**config.mk**
```make
export PLATFORM = sky130hd
export DESIGN_NAME = piecewise_linear_contrast_stretch_core
export DESIGN_NICKNAME = d
export VERILOG_FILES = /design/src/rtl/plcs_pkg.sv /design/src/rtl/plcs_divider.sv /design/src/rtl/piecewise_linear_contrast_stretch_core.sv
export VERILOG_INCLUDE_DIRS = /design/src /design/src/rtl
export SDC_FILE = /design/constraint.sdc
export NUM_CORES = 1
export LEC_CHECK = 0
export BUFFER_PORTS_ARGS = -buffer_cell sky130_fd_sc_hd__buf_4
export CAP_MARGIN = 20
export CELL_PAD_IN_SITES_DETAIL_PLACEMENT = 0
export CELL_PAD_IN_SITES_GLOBAL_PLACEMENT = 1
export CORE_UTILIZATION = 50
export DETAILED_ROUTE_END_ITERATION = 10
export GPL_TIMING_DRIVEN = 0
export PLACE_DENSITY = 0.83
export SKIP_CTS_REPAIR_TIMING = 1
export SYNTH_ARGS = -nofsm -noshare
export SYNTH_HDL_FRONTEND = slang
export SYNTH_SLANG_ARGS = --single-unit
```
**constraint.sdc**
```tcl
create_clock -name clock -period 8.51 [get_ports clock]
set_clock_uncertainty 0.1 [all_clocks]
set_input_delay 0.4255 -clock clock [delete_from_list [all_inputs] [get_ports clock]]
set_output_delay 0.4255 -clock clock [all_outputs]
set_load 0.005 [all_outputs]
```
**src/rtl/piecewise_linear_contrast_stretch_core_defines.svh**
```systemverilog
`ifndef PIECEWISE_LINEAR_CONTRAST_STRETCH_CORE_DEFINES_SVH
`define PIECEWISE_LINEAR_CONTRAST_STRETCH_CORE_DEFINES_SVH

// implication checked in the same cycle
`ifndef ASSERT_OFF
`define PLCS_ASSERT_IMP(lbl, clk, rst, ante, cons) \
   lbl: assert property (@(posedge clk) disable iff (rst) (ante) |-> (cons)) \
      else $error("plcs assertion failed");
`else
`define PLCS_ASSERT_IMP(lbl, clk, rst, ante, cons)
`endif

// consequence checked after the delay given by dly
`ifndef ASSERT_OFF
`define PLCS_ASSERT_DLY(lbl, clk, rst, ante, dly, cons) \
   lbl: assert property (@(posedge clk) disable iff (rst) (ante) |-> ##dly (cons)) \
      else $error("plcs assertion failed");
`else
`define PLCS_ASSERT_DLY(lbl, clk, rst, ante, dly, cons)
`endif

`endif

```
**src/rtl/plcs_pkg.sv**
```systemverilog
package plcs_pkg;

   localparam int PIXEL_BITS_DEF = 8;
   localparam int CSR_INDEX_BITS = 2;

   typedef enum logic [CSR_INDEX_BITS-1:0] {
      CSR_LOW_THRESHOLD  = 2'd0,
      CSR_HIGH_THRESHOLD = 2'd1,
      CSR_LOW_LEVEL      = 2'd2,
      CSR_HIGH_LEVEL     = 2'd3
   } csr_index_type;

   typedef enum logic [1:0] {
      REGION_LOW   = 2'd0,
      REGION_HIGH  = 2'd1,
      REGION_RAMP  = 2'd2,
      REGION_ERROR = 2'd3
   } region_type;

   typedef struct packed {
      region_type region;
      logic       neg;
   } side_type;

   localparam int SIDE_BITS = $bits(side_type);

endpackage

```
**src/rtl/plcs_divider.sv**
```systemverilog
module plcs_divider
   import plcs_pkg::*;
#(
   parameter int PIXEL_BITS = PIXEL_BITS_DEF,
   parameter int SIDE_W     = SIDE_BITS
) (
   input  logic                    clock,
   input  logic                    reset,
   input  logic                    in_valid,
   input  logic [2*PIXEL_BITS:0]   in_num,
   input  logic [PIXEL_BITS:0]     in_den,
   input  logic [SIDE_W-1:0]       in_side,
   output logic                    out_valid,
   output logic [PIXEL_BITS:0]     out_quot,
   output logic                    out_rem_nz,
   output logic [SIDE_W-1:0]       out_side
);

   localparam int N_W = 2*PIXEL_BITS + 1;
   localparam int Q_W = PIXEL_BITS + 1;

   logic           valid_ff [Q_W];
   logic [N_W-1:0] rem_ff   [Q_W];
   logic [Q_W-1:0] quot_ff  [Q_W];
   logic [SIDE_W-1:0] side_ff [Q_W];

   logic           src_valid [Q_W];
   logic [N_W-1:0] src_rem   [Q_W];
   logic [Q_W-1:0] src_quot  [Q_W];
   logic [SIDE_W-1:0] src_side [Q_W];

   logic [N_W-1:0] rem_in  [Q_W];
   logic [Q_W-1:0] quot_in [Q_W];

   // one quotient bit per stage; divisor steady during transactions is up to the user
   for (genvar k = 0; k < Q_W; k++) begin : g_stage
      logic [N_W-1:0] den_shift;
      logic           fits;

      if (k == 0) begin : g_first
         assign src_valid[k] = in_valid;
         assign src_rem[k]   = in_num;
         assign src_quot[k]  = '0;
         assign src_side[k]  = in_side;
      end else begin : g_next
         assign src_valid[k] = valid_ff[k-1];
         assign src_rem[k]   = rem_ff[k-1];
         assign src_quot[k]  = quot_ff[k-1];
         assign src_side[k]  = side_ff[k-1];
      end

      always_comb begin
         den_shift  = N_W'(in_den) << (Q_W - 1 - k);
         fits       = src_rem[k] >= den_shift;
         rem_in[k]  = fits ? src_rem[k] - den_shift : src_rem[k];
         quot_in[k] = {src_quot[k][Q_W-2:0], fits};
      end

      always_ff @(posedge clock) begin
         if (reset) begin
            valid_ff[k] <= 1'b0;
         end else begin
            valid_ff[k] <= src_valid[k];
         end
         rem_ff[k]  <= rem_in[k];
         quot_ff[k] <= quot_in[k];
         side_ff[k] <= src_side[k];
      end
   end

   assign out_valid  = valid_ff[Q_W-1];
   assign out_quot   = quot_ff[Q_W-1];
   assign out_rem_nz = |rem_ff[Q_W-1];
   assign out_side   = side_ff[Q_W-1];

endmodule

```
**src/rtl/piecewise_linear_contrast_stretch_core.sv**
```systemverilog
// channel     | ports                                  | handshake
// ------------+----------------------------------------+------------------------------
// request     | req_pixel_in                           | start high, busy low
// response    | rsp_pixel_out, rsp_param_error         | rsp_valid for one cycle
// csr write   | csr_index, csr_wdata                   | csr_we high
//
// one transaction per cycle; each request passes stage 0, stage 1, the divider stages
// and the response register; the divider resolves one quotient bit per pipeline stage
// reset clears all valid bits and loads the default curve; busy stays low
// no stalls: the response side takes every result as it appears
`include "piecewise_linear_contrast_stretch_core_defines.svh"

module piecewise_linear_contrast_stretch_core
   import plcs_pkg::*;
#(
   parameter int PIXEL_BITS = PIXEL_BITS_DEF
) (
   input  logic                      clock,
   input  logic                      reset,
   input  logic                      start,
   output logic                      busy,
   input  logic [PIXEL_BITS-1:0]     req_pixel_in,
   output logic                      rsp_valid,
   output logic [PIXEL_BITS-1:0]     rsp_pixel_out,
   output logic                      rsp_param_error,
   input  logic                      csr_we,
   input  logic [CSR_INDEX_BITS-1:0] csr_index,
   input  logic [PIXEL_BITS-1:0]     csr_wdata
);

   localparam int P       = PIXEL_BITS;
   localparam int LATENCY = P + 4;

   logic [P-1:0] low_thr_ff, high_thr_ff, low_lvl_ff, high_lvl_ff;

   logic           cfg_error;
   logic [P+1:0]   slope_s;
   logic [P+1:0]   slope_neg_s;
   logic           slope_neg;
   logic [P:0]     slope_mag;
   logic [P:0]     den;

   logic           s0_valid_ff, s0_valid_in;
   logic [P-1:0]   s0_diff_ff, s0_diff_in;
   region_type     s0_region_ff, s0_region_in;

   logic           s1_valid_ff;
   logic [2*P:0]   s1_prod_ff;
   side_type       s1_side_ff;

   logic           div_valid;
   logic [P:0]     div_quot;
   logic           div_rem_nz;
   logic [SIDE_BITS-1:0] div_side_bits;
   side_type       div_side;

   logic [P+1:0]   ramp_mag;
   logic [P+2:0]   ramp_mag_ext;
   logic signed [P+2:0] ramp_sum;
   logic [P-1:0]   ramp_sat;

   logic           rsp_valid_ff;
   logic [P-1:0]   rsp_pixel_ff, rsp_pixel_in;
   logic           rsp_error_ff;

   logic           rsp_in_levels;

   // configuration registers
   always_ff @(posedge clock) begin
      if (reset) begin
         low_thr_ff  <= '0;
         high_thr_ff <= '1;
         low_lvl_ff  <= '0;
         high_lvl_ff <= '1;
      end else if (csr_we) begin
         case (csr_index_type'(csr_index))
            CSR_LOW_THRESHOLD:  low_thr_ff  <= csr_wdata;
            CSR_HIGH_THRESHOLD: high_thr_ff <= csr_wdata;
            CSR_LOW_LEVEL:      low_lvl_ff  <= csr_wdata;
            CSR_HIGH_LEVEL:     high_lvl_ff <= csr_wdata;
            default: ;
         endcase
      end
   end

   // curve terms derived from the static configuration
   always_comb begin
      cfg_error   = high_thr_ff < low_thr_ff;
      slope_s     = {2'b00, high_lvl_ff} - {2'b00, low_lvl_ff} + (P+2)'(1);
      slope_neg   = slope_s[P+1];
      slope_neg_s = -slope_s;
      slope_mag   = slope_neg ? slope_neg_s[P:0] : slope_s[P:0];
      den         = {1'b0, high_thr_ff} - {1'b0, low_thr_ff} + (P+1)'(1);
   end

   assign busy = 1'b0;

   // stage 0: classify the pixel
   always_comb begin
      s0_valid_in = start && !busy;
      s0_diff_in  = req_pixel_in - low_thr_ff;
      if (cfg_error) begin
         s0_region_in = REGION_ERROR;
      end else if (req_pixel_in < low_thr_ff) begin
         s0_region_in = REGION_LOW;
      end else if (req_pixel_in > high_thr_ff) begin
         s0_region_in = REGION_HIGH;
      end else begin
         s0_region_in = REGION_RAMP;
      end
   end

   always_ff @(posedge clock) begin
      if (reset) begin
         s0_valid_ff <= 1'b0;
      end else begin
         s0_valid_ff <= s0_valid_in;
      end
      s0_diff_ff   <= s0_diff_in;
      s0_region_ff <= s0_region_in;
   end

   // stage 1: product magnitude
   always_ff @(posedge clock) begin
      if (reset) begin
         s1_valid_ff <= 1'b0;
      end else begin
         s1_valid_ff <= s0_valid_ff;
      end
      s1_prod_ff        <= (2*P+1)'(s0_diff_ff) * (2*P+1)'(slope_mag);
      s1_side_ff.region <= s0_region_ff;
      s1_side_ff.neg    <= slope_neg;
   end

   plcs_divider #(
      .PIXEL_BITS (P),
      .SIDE_W     (SIDE_BITS)
   ) u_divider (
      .clock      (clock),
      .reset      (reset),
      .in_valid   (s1_valid_ff),
      .in_num     (s1_prod_ff),
      .in_den     (den),
      .in_side    (s1_side_ff),
      .out_valid  (div_valid),
      .out_quot   (div_quot),
      .out_rem_nz (div_rem_nz),
      .out_side   (div_side_bits)
   );

   assign div_side = side_type'(div_side_bits);

   // floor of the signed quotient, offset, saturation and selection by region
   always_comb begin
      ramp_mag     = {1'b0, div_quot} + (P+2)'(div_side.neg & div_rem_nz);
      ramp_mag_ext = {1'b0, ramp_mag};
      ramp_sum     = signed'({3'b000, low_lvl_ff})
                   + (div_side.neg ? -signed'(ramp_mag_ext) : signed'(ramp_mag_ext));
      if (ramp_sum[P+2]) begin
         ramp_sat = '0;
      end else if (|ramp_sum[P+1:P]) begin
         ramp_sat = '1;
      end else begin
         ramp_sat = ramp_sum[P-1:0];
      end
      case (div_side.region)
         REGION_LOW:   rsp_pixel_in = low_lvl_ff;
         REGION_HIGH:  rsp_pixel_in = high_lvl_ff;
         REGION_RAMP:  rsp_pixel_in = ramp_sat;
         REGION_ERROR: rsp_pixel_in = '0;
         default:      rsp_pixel_in = '0;
      endcase
   end

   always_ff @(posedge clock) begin
      if (reset) begin
         rsp_valid_ff <= 1'b0;
      end else begin
         rsp_valid_ff <= div_valid;
      end
      rsp_pixel_ff <= rsp_pixel_in;
      rsp_error_ff <= div_side.region == REGION_ERROR;
   end

   assign rsp_valid       = rsp_valid_ff;
   assign rsp_pixel_out   = rsp_pixel_ff;
   assign rsp_param_error = rsp_error_ff;

   // response lies between the two levels, in either order
   assign rsp_in_levels = (low_lvl_ff <= high_lvl_ff)
                        ? (rsp_pixel_out >= low_lvl_ff) && (rsp_pixel_out <= high_lvl_ff)
                        : (rsp_pixel_out >= high_lvl_ff) && (rsp_pixel_out <= low_lvl_ff);

   `PLCS_ASSERT_DLY(a_latency, clock, reset, start && !busy, LATENCY, rsp_valid)
   `PLCS_ASSERT_IMP(a_error_zero, clock, reset, rsp_valid && rsp_param_error, rsp_pixel_out == '0)
   `PLCS_ASSERT_IMP(a_within_levels, clock, reset, rsp_valid && !rsp_param_error, rsp_in_levels)

endmodule
```
## Word level (Yosys, flattened, before mapping)

Memories as Yosys holds them, arrays and structs flattened. A register that Yosys moved wholly into a read port is not among the register bits.
Cells that the tools add are included.

| storage, ports and cells | value |
|---|---|
| flip-flop bits (word level) | 73 |
| bits in writable memories | 270 |
| input port bits | 22 |
| output and inout port bits | 11 |
| word-level logic and storage cells | 100 |
| memories | 4 |

| operators by class | value |
|---|---|
| add/sub/neg operators | 18 |
| multiply operators | 1 |
| order comparisons | 12 |
| equal/unequal tests | 6 |
| mux-type cells | 28 |
| bitwise logic cells | 10 |
| reductions and logical operators | 8 |

Memory list:

| memory | words | bits a word | rd ports | clocked after memory_dff | write ports | line | source |
|---|---|---|---|---|---|---|---|
| u_divider.rem_ff | 9 | 17 | 9 | 0 | 9 | plcs_divider.sv:23 | `logic [N_W-1:0] rem_ff [Q_W];` |
| u_divider.quot_ff | 9 | 9 | 9 | 0 | 9 | plcs_divider.sv:24 | `logic [Q_W-1:0] quot_ff [Q_W];` |
| u_divider.side_ff | 9 | 3 | 9 | 0 | 9 | plcs_divider.sv:25 | `logic [SIDE_W-1:0] side_ff [Q_W];` |
| u_divider.valid_ff | 9 | 1 | 9 | 1 | 9 | plcs_divider.sv:22 | `logic valid_ff [Q_W];` |

Operators with widths:

| cell | count |
|---|---|
| 2-to-1 mux 17 bit | 9 |
| case mux 8 bit (4 select lines) | 1 |
| subtractor 8 x 8 -> 9 bit | 2 |
| >= comparator 17 x 10 -> 1 bit | 1 |
| >= comparator 17 x 11 -> 1 bit | 1 |
| >= comparator 17 x 12 -> 1 bit | 1 |
| >= comparator 17 x 13 -> 1 bit | 1 |
| >= comparator 17 x 14 -> 1 bit | 1 |
| >= comparator 17 x 15 -> 1 bit | 1 |
| >= comparator 17 x 16 -> 1 bit | 1 |
| >= comparator 17 bit | 1 |
| >= comparator 17 x 9 -> 1 bit | 1 |
| multiplier 8 x 9 -> 17 bit | 1 |
| OR reduction 17 bit | 1 |
| subtractor 17 x 10 -> 17 bit | 1 |
| subtractor 17 x 11 -> 17 bit | 1 |
| subtractor 17 x 12 -> 17 bit | 1 |
| subtractor 17 x 13 -> 17 bit | 1 |
| subtractor 17 x 14 -> 17 bit | 1 |
| subtractor 17 x 15 -> 17 bit | 1 |
| subtractor 17 x 16 -> 17 bit | 1 |
| subtractor 17 bit | 1 |
| subtractor 17 x 9 -> 17 bit | 1 |
| < comparator 8 bit | 2 |
| 20 further kinds | 49 |

## Logic depth before layout (Yosys ltp)

Gate-level depths: netlist of run 1.
An unclocked memory read counts as a cell.

| logic depth | value |
|---|---|
| word-level depth | 11 |
| depth in mapped cells | 28 |
| mapped depth without buffers | 28 |

## Hierarchy

Synthesis of run 1 repeated with hierarchy kept, for this count alone.

| unflattened totals | value |
|---|---|
| cell total of the unflattened synthesis | 1861 |
| area, all modules | 17514.3 um2 |

By module, submodules not included:

| module | times used | cells each | area an instance (um2) | seq. area each (um2) |
|---|---|---|---|---|
| plcs_divider | 1 | 1010 | 10187.3 | 4684.5 |
| piecewise_linear_contrast_stretch_core | 1 | 851 | 7327.0 | 1481.4 |

## Least setup slack after synthesis of run 1

OpenSTA, ideal clock, no wires.

| path | value |
|---|---|
| path kind | reg-to-reg |
| start point | register low_lvl_ff[0] |
| end point | register s1_prod_ff[15] |
| setup time | 0.118 ns |
| arrival time | 6.509 ns |
| required time | 8.292 ns |
| path slack | 1.784 ns |
| stages on the path, launching flop included | 26 |
| buffers on the path | 1 |
| period minus slack after synthesis | 6.726 ns |
| cells stage by stage | dfxtp_1 -> ha_1 -> inv_1 -> fa_1 -> a211oi_2 -> o21ai_1 -> a221oi_2 -> nand3_1 -> or4_4 -> nor4b_1 -> or3_1 -> buf_6 -> a21bo_1 -> fa_1 -> fa_1 -> inv_1 -> fa_1 -> inv_1 -> fa_1 -> inv_1 -> ha_1 -> a21o_1 -> a31o_2 -> and4_1 -> o31a_1 -> xor2_1 |

| on the way | value |
|---|---|
| cells in the longest elaborated chain, start to end | 5 |

RTL lines:

| item | line | source |
|---|---|---|
| start, declared | piecewise_linear_contrast_stretch_core.sv:34 | `logic [P-1:0] low_thr_ff, high_thr_ff, low_lvl_ff, high_lvl_ff;` |
| start signal, assigned | piecewise_linear_contrast_stretch_core.sv:79 | `CSR_LOW_LEVEL: low_lvl_ff <= csr_wdata;` |
| subtractor 8 x 8 -> 9 bit * | piecewise_linear_contrast_stretch_core.sv:89 | `slope_s = {2'b00, high_lvl_ff} - {2'b00, low_lvl_ff} + (P+2)'(1);` |
| adder 9 x 2 -> 10 bit * | piecewise_linear_contrast_stretch_core.sv:89 |  |
| negation 9 bit | piecewise_linear_contrast_stretch_core.sv:91 | `slope_neg_s = -slope_s;` |
| 2-to-1 mux 9 bit * | piecewise_linear_contrast_stretch_core.sv:92 | `slope_mag = slope_neg ? slope_neg_s[P:0] : slope_s[P:0];` |
| multiplier 8 x 9 -> 17 bit * | piecewise_linear_contrast_stretch_core.sv:130 | `s1_prod_ff <= (2*P+1)'(s0_diff_ff) * (2*P+1)'(slope_mag);` |
| end signal, assigned | piecewise_linear_contrast_stretch_core.sv:130 |  |
| end, declared | piecewise_linear_contrast_stretch_core.sv:48 | `logic [2*P:0] s1_prod_ff;` |

Mark *: on every way between the ends. The rest lies on a longest branch, timed or not.
A chain may end at the register's enable or synchronous reset.

## Worst setup path in the final report of run 1

| path | value |
|---|---|
| start point | register low_lvl_ff[0] |
| end point | register s1_prod_ff[16] |

The elaborated chain is that of the path after synthesis.

==> metrics.md, run 1 <==
| Metric | Value |
|---|---|
| Gr ovfl total | 0 |
| Multi-input gate area in the final layout | roughly 10000 µm² |
| Wire length of the first global-routing pass | 60500 µm |
| Port Buffers | 30 |
| Number of synthesized flops with an enable pin | 0 |
| Post-Route WL | 36500 µm |
| Distinct cell type count after synthesis | 82 |
| Max Transition Viols Final | 0 |
| Part of the cycle the worst path needs | between 80% and 90% |
| Aggregate negative setup slack | 0 ns |
| Crit. End Element | flip-flop |
| Number of I/O pins | 33 |
| Launching element type of the critical path | flip-flop |
| Synth Register Bits | roughly 300 |
| Number of DRC violations after detailed routing | 0 |
| Maximum resistive drop on vdd | 621 µV |
| Top_reg_cell synth | dfxtp_1 |
| Seq/Total Area, Yosys | around 36% |
| Number of H-tree levels | 1 |
| Final hold slack | 0.0154 ns |
| Maximum buffer depth of the clock tree | 3 |
| Slew HR | 28.2% |
| Die span in x | between 150 and 200 µm |
| Start-to-end type of the worst setup path | reg2reg |
| Post-Syn Instances | 1835 |
| Average routed wire per standard cell | about 15 µm |
| Result of the run | finished clean |
| Routed via count | approximately 13000 |
| Leakage power | 8.43 nW |
| Clock Tree Root | clkbuf_16 |
| Detailed placer's ending HPWL | ~28000 µm |
| Arrival time of the worst setup path | 8.00 ns |
| Area grow syn2layout | 12.3% |
| Final Setup Violations | 0 |
| Number of fill cells | ~2900 |
| RSZ-0062 raised after global routing | no |
| Clock net sink count | 308 |
| Avg Cell Area, Syn | 9.35 µm² |
| Final critical path time including I/O delays and setup | about 7.6 ns |
| Least-Margin Pin Slew | 1.07 ns |
| Die Footprint | 35000 µm² |
| Number of antenna violations at the first check in global routing | 0 |
| Max-capacitance violation count | 0 |
| Vias in the first global route | 12500 |
| Number of nets still failing antenna checks after routing | 0 |
| Commonest non-fill, non-tap cell in the layout | dfxtp_1 |
| Floorplan Core Area | 33600 µm² |
| Clock edge transition at the registers on the reported setup and hold paths | 0.07 ns |
| Layout cells sized above 1 | 9.05% |
| Net count after synthesis | 2087 |
| CTS tree | done |
| Vias per std cell | 5.31 |
| Die Y-Extent | roughly 190 µm |
| Iteration-0 DRC count of the detailed router | between 500 and 600 |
| GP Congestion | 0.880 |
| Path category of the worst min-delay check | in2reg |
| Cell area after synthesis | 17200 µm² |
| Storage element area | 6170 µm² |
| Number of antenna repair diodes | 0 |
| Clock latency on the worst-skew pair | 0.59 ns |
| Commonest cells after routing, fill and taps aside | 308 x dfxtp_1, 172 x ha_1, 154 x inv_1, 151 x nor2_1, 113 x nand2_1 |
| Synth warn | 0 |
| Worst endpoint required time | around 8.9 ns |
| Final count of hold timing violations | 0 |
| Combined global-route utilization of all metal layers | roughly a fifth |
| Pre-Repair DR Iteration Count | 5 |
| Pwr/cell area | 477 nW/µm² |
| Ys async rst share | 0% |
| Net count of the finished layout | roughly 2200 |
| CTS buffer count | 31 |
| Maximum fanout along the worst path | 8 |
| Number of placement rows | 67 |
| Effective utilization at floorplan | 51.0% |
| F_max | between 0.1 and 0.15 GHz |
| Maximum number of pins on one net before global-route repair | 19 |
==> layout make-up <==
class | count | area share (%)
Buffer | 38 | 0.922
Clock buffer | 34 | 4.14
Clock inverter | 24 | 2.01
Inverter | 155 | 3.02
Multi-Input combinational cell | 1334 | 53.3
Sequential cell | 308 | 32.0
Tap cell | 448 | 2.91
Timing Repair Buffer | 40 | 1.71
==> synthesized netlist by cell type (24+ instances only) <==
| master | instances | area share, % |
|---|---|---|
| clkbuf_1 | 25 | 0.55 |
| mux2_2 | 30 | 2.0 |
| xnor2_1 | 72 | 3.7 |
| a21oi_1 | 104 | 3.0 |
| nor2b_1 | 46 | 1.7 |
| and2_1 | 47 | 1.7 |
| nor3_1 | 49 | 1.4 |
| nand2_1 | 113 | 2.5 |
| a21o_1 | 27 | 1.2 |
| nor4_1 | 24 | 0.88 |
| dfxtp_1 | 308 | 36 |
| xor2_1 | 54 | 2.8 |
| nor2_1 | 151 | 3.3 |
| ha_1 | 172 | 13 |
| mux2i_1 | 30 | 1.8 |
| fa_1 | 58 | 6.8 |
| inv_1 | 154 | 3.4 |
| o21ai_0 | 75 | 2.2 |
| nand3_1 | 28 | 0.82 |
==> stage by stage <==
step	setup WS, ns	std cells	instance area [µm²]	util (%)	total power [mW]
after floorplan	1.78	1835	17200	-	6.51
after global placement	0.644	2313	17900	53.4	7.53
after detailed placement	0.988	2317	18000	53.6	7.65
after CTS	0.901	2375	19200	57.1	9.25
after global routing	0.449	2381	19300	57.3	10.1
final	0.890	2381	19300	57.3	9.19
==> worst max-delay path, stage by stage, from the launching register on <==
cell and delay, ns:
dfxtp_1 0.49, ha_1 0.20, inv_1 0.04, fa_1 0.43
a211oi_2 0.24, o21ai_1 0.14, a221oi_2 0.38, nand3_1 0.18
or4_4 0.49, nor4b_1 0.19, o21ai_1 0.55, a21boi_1 0.19
fa_1 0.58, fa_1 0.45, fa_1 0.55, inv_1 0.06
fa_1 0.53, inv_1 0.04, ha_1 0.34, nor2_1 0.06
nor2_1 0.14, nand3_1 0.13, and3_1 0.20, o41ai_1 0.42
a21oi_1 0.14, xnor2_1 0.22
==> power by group <==
part / internal, mW / switching (mW) / total [mW]
sequential: 2.04 / 0.298 / 2.33
clock: 0.935 / 0.610 / 1.55
combinational: 2.43 / 2.88 / 5.31
total: 5.40 / 3.79 / 9.19
==> logic make-up (layout without fill, tap and decap cells) <==
kind of cell             count (synthesis)  in the layout  share of synthesized area, %
AND/OR/NAND/NOR                        574            574                          17.2
AO/OA/AOI/OAI                          341            341                          12.7
flip-flops                             308            308                          35.9
adder cells (fa/ha/maj)                230            230                          19.3
buffers and inverters                  193            291                          4.43
XOR/XNOR                               128            128                          6.62
multiplexers                            60             60                          3.72
other                                    1              1                        0.0219
==> metal layers <==
layer	vias to the layer above	track usage [%]	part of all wire, %
met3	60	3.51	4.0
li1	6490	-	-
met2	203	36.4	48
met1	5881	26.8	46
met5	-	0	0
met4	0	5.55	2.3
==> path summary, 6_finish.rpt <==
check | start | depth (start not counted) | end | slack [ns]
hold / removal | csr_wdata[3] | 3 | high_lvl_ff[3] | 0.02
setup reg to reg | low_lvl_ff[0] | 25 | s1_prod_ff[16] | 0.89
hold reg to reg | u_divider.side_ff[0][10] | 0 | u_divider.side_ff[0][13] | 0.21
setup / recovery | low_lvl_ff[0] | 25 | s1_prod_ff[16] | 0.89
==> sequential cells by signal (all words and copies together), names as in the netlist <==
| register | flops |
|---|---|
| u_divider.rem_ff | 153 |
| u_divider.quot_ff | 45 |
| u_divider.side_ff | 27 |
| s1_prod_ff | 17 |
| u_divider.valid_ff | 9 |
| high_lvl_ff | 8 |
| high_thr_ff | 8 |
| low_lvl_ff | 8 |
| low_thr_ff | 8 |
| rsp_pixel_out | 8 |
| s0_diff_ff | 8 |
| s1_side_ff | 3 |
| s0_region_ff | 2 |
| rsp_param_error | 1 |
| rsp_valid | 1 |
| s0_valid_ff | 1 |
| s1_valid_ff | 1 |
Note: power is estimated with default switching activity, not from simulation.
==> run 2: changes to the inputs <==
--- a/config.mk
+++ b/config.mk
@@ -13,7 +13,7 @@
 export CORE_UTILIZATION = 50
 export DETAILED_ROUTE_END_ITERATION = 10
 export GPL_TIMING_DRIVEN = 0
-export PLACE_DENSITY = 0.83
+export PLACE_DENSITY = 0.91
 export SKIP_CTS_REPAIR_TIMING = 1
 export SYNTH_ARGS = -nofsm -noshare
 export SYNTH_HDL_FRONTEND = slang
==> metrics.md, run 2 (same netlist as run 1, synthesis figures left out) <==
| Metric | Value |
|---|---|
| Reg with most FFs | u_divider.rem_ff |
| Final Setup Violations | 0 |
| Flip-flop count of the largest register after layout | 153 |
| Start-to-end type of the worst setup path | reg2reg |
| Number of fill cells | 2850 |
| Arrival time of the worst setup path | 7.84 ns |
| Number of H-tree levels | 2 |
| R2r startpoint | low_lvl_ff[0] |
| F_max | between 0.1 and 0.15 GHz |
| Least-Margin Pin Slew | 1.10 ns |
| Port Buffers | 30 |
| Multi-input gate area in the final layout | 10200 µm² |
| Number of I/O pins | 33 |
| Storage element area | 6170 µm² |
| Clock Tree Root | clkbuf_16 |
| Die span in x | 187 µm |
| Launching element type of the critical path | flip-flop |
| Maximum fanout along the worst path | 8 |
| Worst endpoint required time | 8.83 ns |
| Hold_sp | start |
| Post-Route WL | 36600 µm |
| Detailed placer's ending HPWL | 27900 µm |
| Final critical path time including I/O delays and setup | 7.51 ns |
| Routed via count | approximately 13000 |
| Slew HR | 26.7% |
| Net count of the finished layout | between 2000 and 2500 |
| Number of DRC violations after detailed routing | 0 |
| Part of the cycle the worst path needs | 88.3% |
| Final design utilization | 57.5% |
| Startpoint of the worst setup timing path | low_lvl_ff[0] |
| Clock latency on the worst-skew pair | roughly 0.51 ns |
| Aggregate negative setup slack | 0 ns |
| Clock net sink count | between 300 and 400 |
| Number of antenna repair diodes | 0 |
| RSZ-0062 raised after global routing | no |
| Number of antenna violations at the first check in global routing | 0 |
| CTS buffer count | 34 |
| Effective utilization at floorplan | between 50% and 60% |
| Max-capacitance violation count | 0 |
| Result of the run | finished clean |
| Commonest non-fill, non-tap cell in the layout | dfxtp_1 |
| CTS tree | done |
| Area grow syn2layout | 12.7% |
| Top flop regs | u_divider.rem_ff x153, u_divider.quot_ff x45, u_divider.side_ff x27 |
| Vias per std cell | 5.39 |
| Average routed wire per standard cell | 15.4 µm |
| Combined global-route utilization of all metal layers | 21.0% |
| Vias in the first global route | 12800 |
| Die Footprint | 35000 µm² |
| Wire length of the first global-routing pass | slightly above 60000 µm |
| Clock edge transition at the registers on the reported setup and hold paths | about 0.060 ns |
| Number of placement rows | 67 |
| Iteration-0 DRC count of the detailed router | 669 |
| Die Y-Extent | roughly 190 µm |
| Maximum number of pins on one net before global-route repair | 19 |
| Path category of the worst min-delay check | in2reg |
| Number of nets still failing antenna checks after routing | 0 |
| GP Congestion | 0.870 |
| Max Transition Viols Final | 0 |
| Floorplan Core Area | between 30000 and 40000 µm² |
| Gr ovfl total | 0 |
| Layout cells sized above 1 | under 10% |
| Pre-Repair DR Iteration Count | 5 |
| Commonest cells after routing, fill and taps aside | 308 x dfxtp_1, 172 x ha_1, 154 x inv_1, 151 x nor2_1, 113 x nand2_1 |
| Maximum buffer depth of the clock tree | 3 |
| Crit. End Element | flip-flop |
| Final count of hold timing violations | 0 |
[run 2: path summary, 6_finish.rpt]
check	cells past startpoint	slack, ns	end
worst max-delay path	25	1.0	s1_prod_ff[16]
worst min-delay path	2	0.03	s0_valid_ff
worst max register to register	25	1.0	s1_prod_ff[16]
worst min register to register	0	0.22	u_divider.quot_ff[0][64]
[run 2: routing by layer]
metal / share of wire [%] / up-vias / global-route usage, %
met5: 0 / - / 0
met4: 2.3 / 0 / 6.59
li1: - / 6474 / -
met2: 47 / 245 / 35.2
met3: 3.8 / 62 / 2.98
met1: 47 / 6052 / 27.8
[run 2: critical path, cell delays in order (launching register included)]
cell and delay, ns:
dfxtp_1 0.46, ha_1 0.19, inv_1 0.05, fa_1 0.44, a211oi_2 0.24, o21ai_1 0.14
a221oi_2 0.37, nand3_1 0.20, or4_4 0.50, nor4b_1 0.19, o21ai_1 0.56, a21boi_1 0.19
fa_1 0.59, fa_1 0.45, fa_1 0.56, inv_1 0.06, fa_1 0.53, inv_1 0.04
ha_1 0.34, nor2_1 0.06, nor2_1 0.13, nand3_1 0.11, and3_1 0.19, o41ai_1 0.40
a21oi_1 0.14, xnor2_1 0.20
[run 2: cell type report]
type	instances	share of cell area, %
plain buffers	38	0.919
clock buffers	41	4.91
repair buffers	35	1.37
well taps	448	2.90
inverters	155	3.01
clock inverters	20	2.01
multi-input cells	1334	53.0
flip-flops and latches	308	31.9
[run 2: per-stage QoR]
stage               setup slack (ns)  instance area [µm²]  cells  hold WS, ns
finish                         0.996                19300   2379       0.0282
global route                   0.436                19300   2379       0.0370
CTS                            0.967                19300   2378       0.0160
detailed placement              1.05                18000   2317        0.212
global placement               0.743                17900   2313        0.210
floorplan                       1.78                17200   1835        0.210
Power of run 2 is not shown: default switching activity piles up to over one toggle a cycle in this logic, so the estimate is an artifact.
